<file path="src/hw/rtl/ecf_sched_pkg.sv">
// Shared types and constants of the ECF multipath scheduler.
// No dependencies; the interfaces, controller, datapath and top level import this package.
package ecf_sched_pkg;

  localparam int SRTT_W  = 24;
  localparam int BYTE_W  = 32;
  localparam int PKT_W   = 16;
  localparam int SLOT_W  = 3;
  localparam int BETA_W  = 4;
  localparam int K_W     = BYTE_W + 1;          // packet_size + queued
  localparam int MA_W    = K_W + 1;             // widest multiplier operand a
  localparam int MP_W    = MA_W + BYTE_W;       // raw multiplier product
  localparam int PROD_W  = 58;                  // widest product that occurs
  localparam int SCL_W   = PROD_W + BETA_W;     // product times beta(+1)

  localparam logic [BETA_W-1:0] BETA_RESET = BETA_W'(4);

  localparam logic ACT_WRITE   = 1'b0;
  localparam logic ACT_REQUEST = 1'b1;

  typedef struct packed {
    logic [SRTT_W-1:0] srtt;
    logic [SRTT_W-1:0] rttvar;
    logic [BYTE_W-1:0] cwnd;
    logic [BYTE_W-1:0] inflight;
    logic [BYTE_W-1:0] queued;
    logic              amp_blocked;
  } rec_t;

  typedef enum logic [3:0] {
    ST_IDLE, ST_SCAN, ST_SCAN_END, ST_CHECK, ST_PREP, ST_MUL_A, ST_MUL_B,
    ST_SCALE, ST_MUL_C, ST_MUL_D, ST_DECIDE, ST_OUT
  } state_t;

  typedef enum logic [2:0] {
    MUL_NONE, MUL_A, MUL_B, MUL_C, MUL_D
  } mul_op_t;

  typedef struct packed {
    logic    wr_rec;
    logic    start;
    logic    scan_rd;
    logic    prep;
    mul_op_t mul_op;
    logic    scale;
    logic    decide;
    logic    load_out;
  } cmd_t;

  typedef struct packed {
    logic scan_last;
    logic need_ecf;
    logic out_busy;
  } sts_t;

endpackage

</file>
<file path="src/hw/rtl/ecf_sched_ctrl.sv">
// Controller state machine of the ECF multipath scheduler.
// Depends on ecf_sched_pkg; drives cmd_t to the datapath, reads sts_t back.
module ecf_sched_ctrl import ecf_sched_pkg::*; (
  input  logic clk,
  input  logic rst_n,
  input  logic in_valid,
  input  logic in_action,
  output logic in_ready,
  input  sts_t sts,
  output cmd_t cmd
);
  state_t state_r, state_nxt;

  always_ff @(posedge clk) begin
    if (!rst_n) begin
      state_r <= ST_IDLE;
    end else begin
      state_r <= state_nxt;
    end
  end

  always_comb begin
    state_nxt = state_r;
    case (state_r)
      ST_IDLE: begin
        if (in_valid && in_action == ACT_REQUEST) state_nxt = ST_SCAN;
      end
      ST_SCAN: begin
        if (sts.scan_last) state_nxt = ST_SCAN_END;
      end
      ST_SCAN_END: state_nxt = ST_CHECK;
      ST_CHECK:    state_nxt = sts.need_ecf ? ST_PREP : ST_DECIDE;
      ST_PREP:     state_nxt = ST_MUL_A;
      ST_MUL_A:    state_nxt = ST_MUL_B;
      ST_MUL_B:    state_nxt = ST_SCALE;
      ST_SCALE:    state_nxt = ST_MUL_C;
      ST_MUL_C:    state_nxt = ST_MUL_D;
      ST_MUL_D:    state_nxt = ST_DECIDE;
      ST_DECIDE:   state_nxt = ST_OUT;
      ST_OUT: begin
        if (!sts.out_busy) state_nxt = ST_IDLE;
      end
      default:     state_nxt = ST_IDLE;
    endcase
  end

  always_comb begin
    cmd      = '0;
    cmd.mul_op = MUL_NONE;
    in_ready = 1'b0;
    case (state_r)
      ST_IDLE: begin
        in_ready   = 1'b1;
        cmd.wr_rec = in_valid && in_action == ACT_WRITE;
        cmd.start  = in_valid && in_action == ACT_REQUEST;
      end
      ST_SCAN:   cmd.scan_rd  = 1'b1;
      ST_PREP:   cmd.prep     = 1'b1;
      ST_MUL_A:  cmd.mul_op   = MUL_A;
      ST_MUL_B:  cmd.mul_op   = MUL_B;
      ST_SCALE:  cmd.scale    = 1'b1;
      ST_MUL_C:  cmd.mul_op   = MUL_C;
      ST_MUL_D:  cmd.mul_op   = MUL_D;
      ST_DECIDE: cmd.decide   = 1'b1;
      ST_OUT:    cmd.load_out = !sts.out_busy;
      default: ;
    endcase
  end
endmodule

</file>
<file path="config.mk">
export PLATFORM = sky130hd
export DESIGN_NAME = ecf_sched_ctrl
export DESIGN_NICKNAME = d
export VERILOG_FILES = /design/src/hw/rtl/ecf_sched_pkg.sv /design/src/hw/rtl/ecf_sched_ctrl.sv
export SDC_FILE = /design/constraint.sdc
export NUM_CORES = 1
export LEC_CHECK = 0
export BUFFER_PORTS_ARGS = -buffer_cell sky130_fd_sc_hd__buf_2
export CAP_MARGIN = 20
export CORE_AREA = 2 2 39 41
export DETAILED_ROUTE_END_ITERATION = 16
export DIE_AREA = 0 0 41 43
export GPL_TIMING_DRIVEN = 1
export PLACE_DENSITY = 0.59
export SLEW_MARGIN = 20
export SYNTH_ARGS = -nofsm -noshare
export SYNTH_HDL_FRONTEND = slang
export SYNTH_SLANG_ARGS = --single-unit
</file>
<file path="constraint.sdc">
create_clock -name clk -period 1.4 [get_ports clk]
set_clock_uncertainty 0.1 [all_clocks]
set_input_delay 0.14 -clock clk [delete_from_list [all_inputs] [get_ports clk]]
set_output_delay 0.14 -clock clk [all_outputs]
set_load 0.01 [all_outputs]
</file>
== Word level (Yosys, flattened, before mapping) ==
Cells that the tools add are included.
Widths: inputs -> output; s select.

* Register bits: 4
* Input port bits: 7
* Output and inout bits: 11
* Word-level logic and storage cells: 34

* Equal/unequal tests: 14
* Mux-type cells: 13
* Bitwise operators: 1
* Reduce and logical (&&, ||, !) cells: 5

{| class="wikitable"
|+ Operator list
! kind !! count
|-
| $pmux 4 s12 || 1
|-
| $eq 4x3->1 const B || 4
|-
| $eq 4x4->1 const B || 4
|-
| $mux 4 || 4
|-
| $pmux 3 s4 || 1
|-
| $eq 4x2->1 const B || 2
|-
| $mux 1 || 6
|-
| $ne 2x2->1 const B || 3
|-
| $eq 4x1->1 const B || 1
|-
| $logic_not 4->1 || 1
|-
| $reduce_and 3->1 || 1
|-
| $logic_and 1x1->1 || 2
|-
| $mux 2 || 1
|-
| $logic_not 1->1 || 1
|-
| $not 1->1 || 1
|}

== Logic depth before layout (Yosys ltp) ==
* Word-level depth: 3
* Mapped depth: 4

== Worst setup path before layout ==
Ideal clock, no wire load.

* Path type: register to output
* From: register state_r[3]
* To: output port cmd[9] (netlist name)
* Arrival: 1.055 ns
* Setup slack: 0.105 ns
* Cell stages (with the launch flop): 5
* Buffers on the path: 1
* Cell sequence: dfxtp_1 > buf_6 > nor4_4 > nand2_1 > nor2_1

{| class="wikitable"
|+ RTL lines
! item !! line !! text
|-
| start: declaration || ecf_sched_ctrl.sv:12 || <nowiki>state_t state_r, state_nxt;</nowiki>
|-
| start signal: assignment || ecf_sched_ctrl.sv:18 || <nowiki>state_r <= state_nxt;</nowiki>
|-
| end: declaration || ecf_sched_ctrl.sv:10 || <nowiki>output cmd_t cmd</nowiki>
|}

==> summary.txt <==
Run status
  – Status: complete, but fails checks
  – Failing checks: negative setup slack

Setup path
  – R2r worst-path depth: 4
  – Worst endpoint data arrival time: 1.28 ns
  – WP buf/inv: 2
  – Worst path max stage delay: 0.34 ns
  – Max FO, Critical Path: 5
  – CP cell instances: buf_12 > nor4_4 > and3_1 > buf_2
  – WP depth: 4
  – Delay-heaviest family, CP: simple AND/OR/NAND/NOR gates
  – CP max stage cell: dfxtp_4
  – Crit path required time: 1.16 ns
  – Critical Path Sink Type: output pin
  – Critical path launch point type: flip-flop
  – CP Class: flip-flop to output pin

Clock network
  – Cts hold-fix bufs: 0
  – CTS tree: built
  – TritonCTS Buffers: 3
  – Worst skew pair latency: 0.24 ns
  – Root Buffer: clkbuf_4
  – Clk buf depth: 2
  – CTS sink cnt: 4
  – Htree depth: 1
  – Clock transition at path regs: 0.04 ns

Timing
  – Final min period: 1.523 ns
  – Highest clock rate: 0.6564 GHz
  – Slew @ Worst Pin: 0.2992 ns
  – Period utilisation layout: 1.088
  – Final setup viols: 6
  – Post-Route Setup TNS: -0.4598 ns
  – Final hold vios: 0
  – Slew Viols, Final: 0
  – Max_slew headroom: 0.8001
  – Slack of the critical path: -0.1234 ns
  – RSZ-0062 raised after global routing: yes

Floorplan
  – Die Y: 43 microns
  – Area of the core: 1384 sq um
  – Die Span X: 41 microns
  – Die area: 1763 sq um
  – FP Rows: 14
  – Initial core utilization: 0.2740
  – # IOs: 18

Hold path
  – Hold Path Depth: 2
  – HP Class: input port to flip-flop

Layout
  – Layout cell share with drive strength beyond 1: 0.6709
  – Final #Nets: 88
  – Top reg by flops: state_r
  – Post-route cell area: 698.2 sq um
  – Largest register FFs: 4
  – Area added between synthesis and finish: 84.16%
  – Commonest cells after routing, fill and taps aside: 17 x buf_2, 11 x buf_4, 4 x nor2_1, 4 x buf_6
  – Top flop regs: state_r x4
  – Antenna cells: 0
  – Commonest non-fill, non-tap cell in the layout: buf_2

Yosys
  – Sequential fraction of the synthesis area: 0.2112
  – Syn_area_per_cell: 8.066 sq um
  – Cells after Synth: 47
  – Synthesized area: 379.1 sq um
  – Syn nets: 54
  – Ys Warns: 0
  – Flops & latches, synth: 4
  – Distinct cells, synth: 28

GRT
  – Antenna violations before repair: 0
  – Grt total ovfl: 0
  – Largest net degree at the start of global routing: 7
  – GRT Total Usage: 0.1406
  – Number of global-route vias before repair: 409
  – First-pass GRT wire length: 1711 microns

Routing
  – Final WL: 1144 microns
  – First-pass detailed-route iteration total: 2
  – Routed Antenna Nets: 0
  – Post-DR vias/cell: 4.884
  – Via count: 464
  – DR DRC count: 0
  – WL per Instance: 12.04 microns
  – Iter 0 DRT Violations: 6

Power
  – P per Cell Area: 685.9 nW/um^2
  – Peak supply drop: 0.0003493 V
  – Pleak: 0.0003574 uW

Place
  – Routability cong.: 0.7628
  – Placed Area: 526.8 sq um
  – Port bufs: 17
  – Pre-CTS worst setup slack: 0.04616 ns
  – Post-DP HPWL: 772.3 microns

Job
  – Max Cap Viol: 0
==> cell usage after synthesis <==
| cell | count | area, sq um |
|---|---|---|
| a2111oi_0 | 1 | 8.760 |
| a211o_1 | 1 | 8.760 |
| a211oi_1 | 1 | 7.510 |
| a21boi_0 | 1 | 7.510 |
| a21boi_1 | 1 | 7.510 |
| a21o_1 | 1 | 7.510 |
| a21oi_1 | 1 | 5.000 |
| a32o_1 | 1 | 10.01 |
| and3_1 | 2 | 12.51 |
| buf_4 | 2 | 15.01 |
| buf_6 | 2 | 22.52 |
| dfxtp_1 | 4 | 80.08 |
| inv_1 | 1 | 3.750 |
| mux2_2 | 1 | 11.26 |
| mux2i_1 | 1 | 10.01 |
| nand2_1 | 2 | 7.510 |
| nand2_2 | 1 | 6.260 |
| nand2b_1 | 3 | 18.77 |
| nand3b_1 | 1 | 7.510 |
| nor2_1 | 6 | 22.52 |
| nor2b_1 | 1 | 6.260 |
| nor3_1 | 4 | 20.02 |
| nor3b_1 | 2 | 15.01 |
| nor4_4 | 1 | 21.27 |
| o211a_1 | 1 | 10.01 |
| o211ai_1 | 2 | 15.01 |
| o21ai_1 | 1 | 5.000 |
| or3_1 | 1 | 6.260 |
==> kinds of logic after synthesis <==
| family | synth area share |
|---|---|
| compound gates | 0.2442 |
| mux | 0.05610 |
| flops | 0.2112 |
| buf+inv | 0.1089 |
| simple gates | 0.3796 |
==> report_power, final <==
group | internal, uW | switching [uW]
Combinational | 106 | 90.0
Sequential | 122 | 12.8
Clock | 96.2 | 52.2
Total | 324 | 155
==> metal layers <==
layer	track usage	vias to the layer above	part of all wire
li1	-	239	-
met1	0.1672	206	0.40
met2	0.2281	17	0.51
met3	0.01571	2	0.063
met4	0.08000	0	0.016
met5	0	-	0
==> per-stage QoR <==
| stage | cells | hold slack (ns) | total power [uW] | utilization |
|---|---|---|---|---|
| after floorplan | 47 | 0.1931 | 228.4 | - |
| after global placement | 85 | 0.3378 | 287.4 | 0.3807 |
| after CTS | 93 | 0.07944 | 470.8 | 0.4656 |
| after global routing | 95 | 0.09375 | 507.7 | 0.5045 |
| final | 95 | 0.09063 | 478.9 | 0.5045 |
| after detailed placement | 85 | 0.3387 | 290.7 | 0.3807 |
==> final cells by class <==
cell class                 instances  area [sq um]
timing repair buffer              33         232.7
tap                               16         20.02
clock buffer                       3         22.52
sequential                         4         92.59
multi-input combinational         38         326.6
fill                             135         685.7
inverter                           1         3.754
==> path summary, 6_finish.rpt <==
path | startpoint | endpoint | slack [ns]
max reg2reg | state_r[3] | state_r[0] | 0.11
min reg2reg | state_r[3] | state_r[2] | 0.53
max | state_r[1] | cmd[8] | -0.12
min | rst_n | state_r[0] | 0.09
==> timing repair <==
item                                    CTS  global route
hold endpoints to repair                  0             0
endpoints found under the setup margin   10            12
buffers inserted                          5             2
gates resized for setup                  15            10
pin swaps                                 5             4
Power figures use the tool's default switching activity.
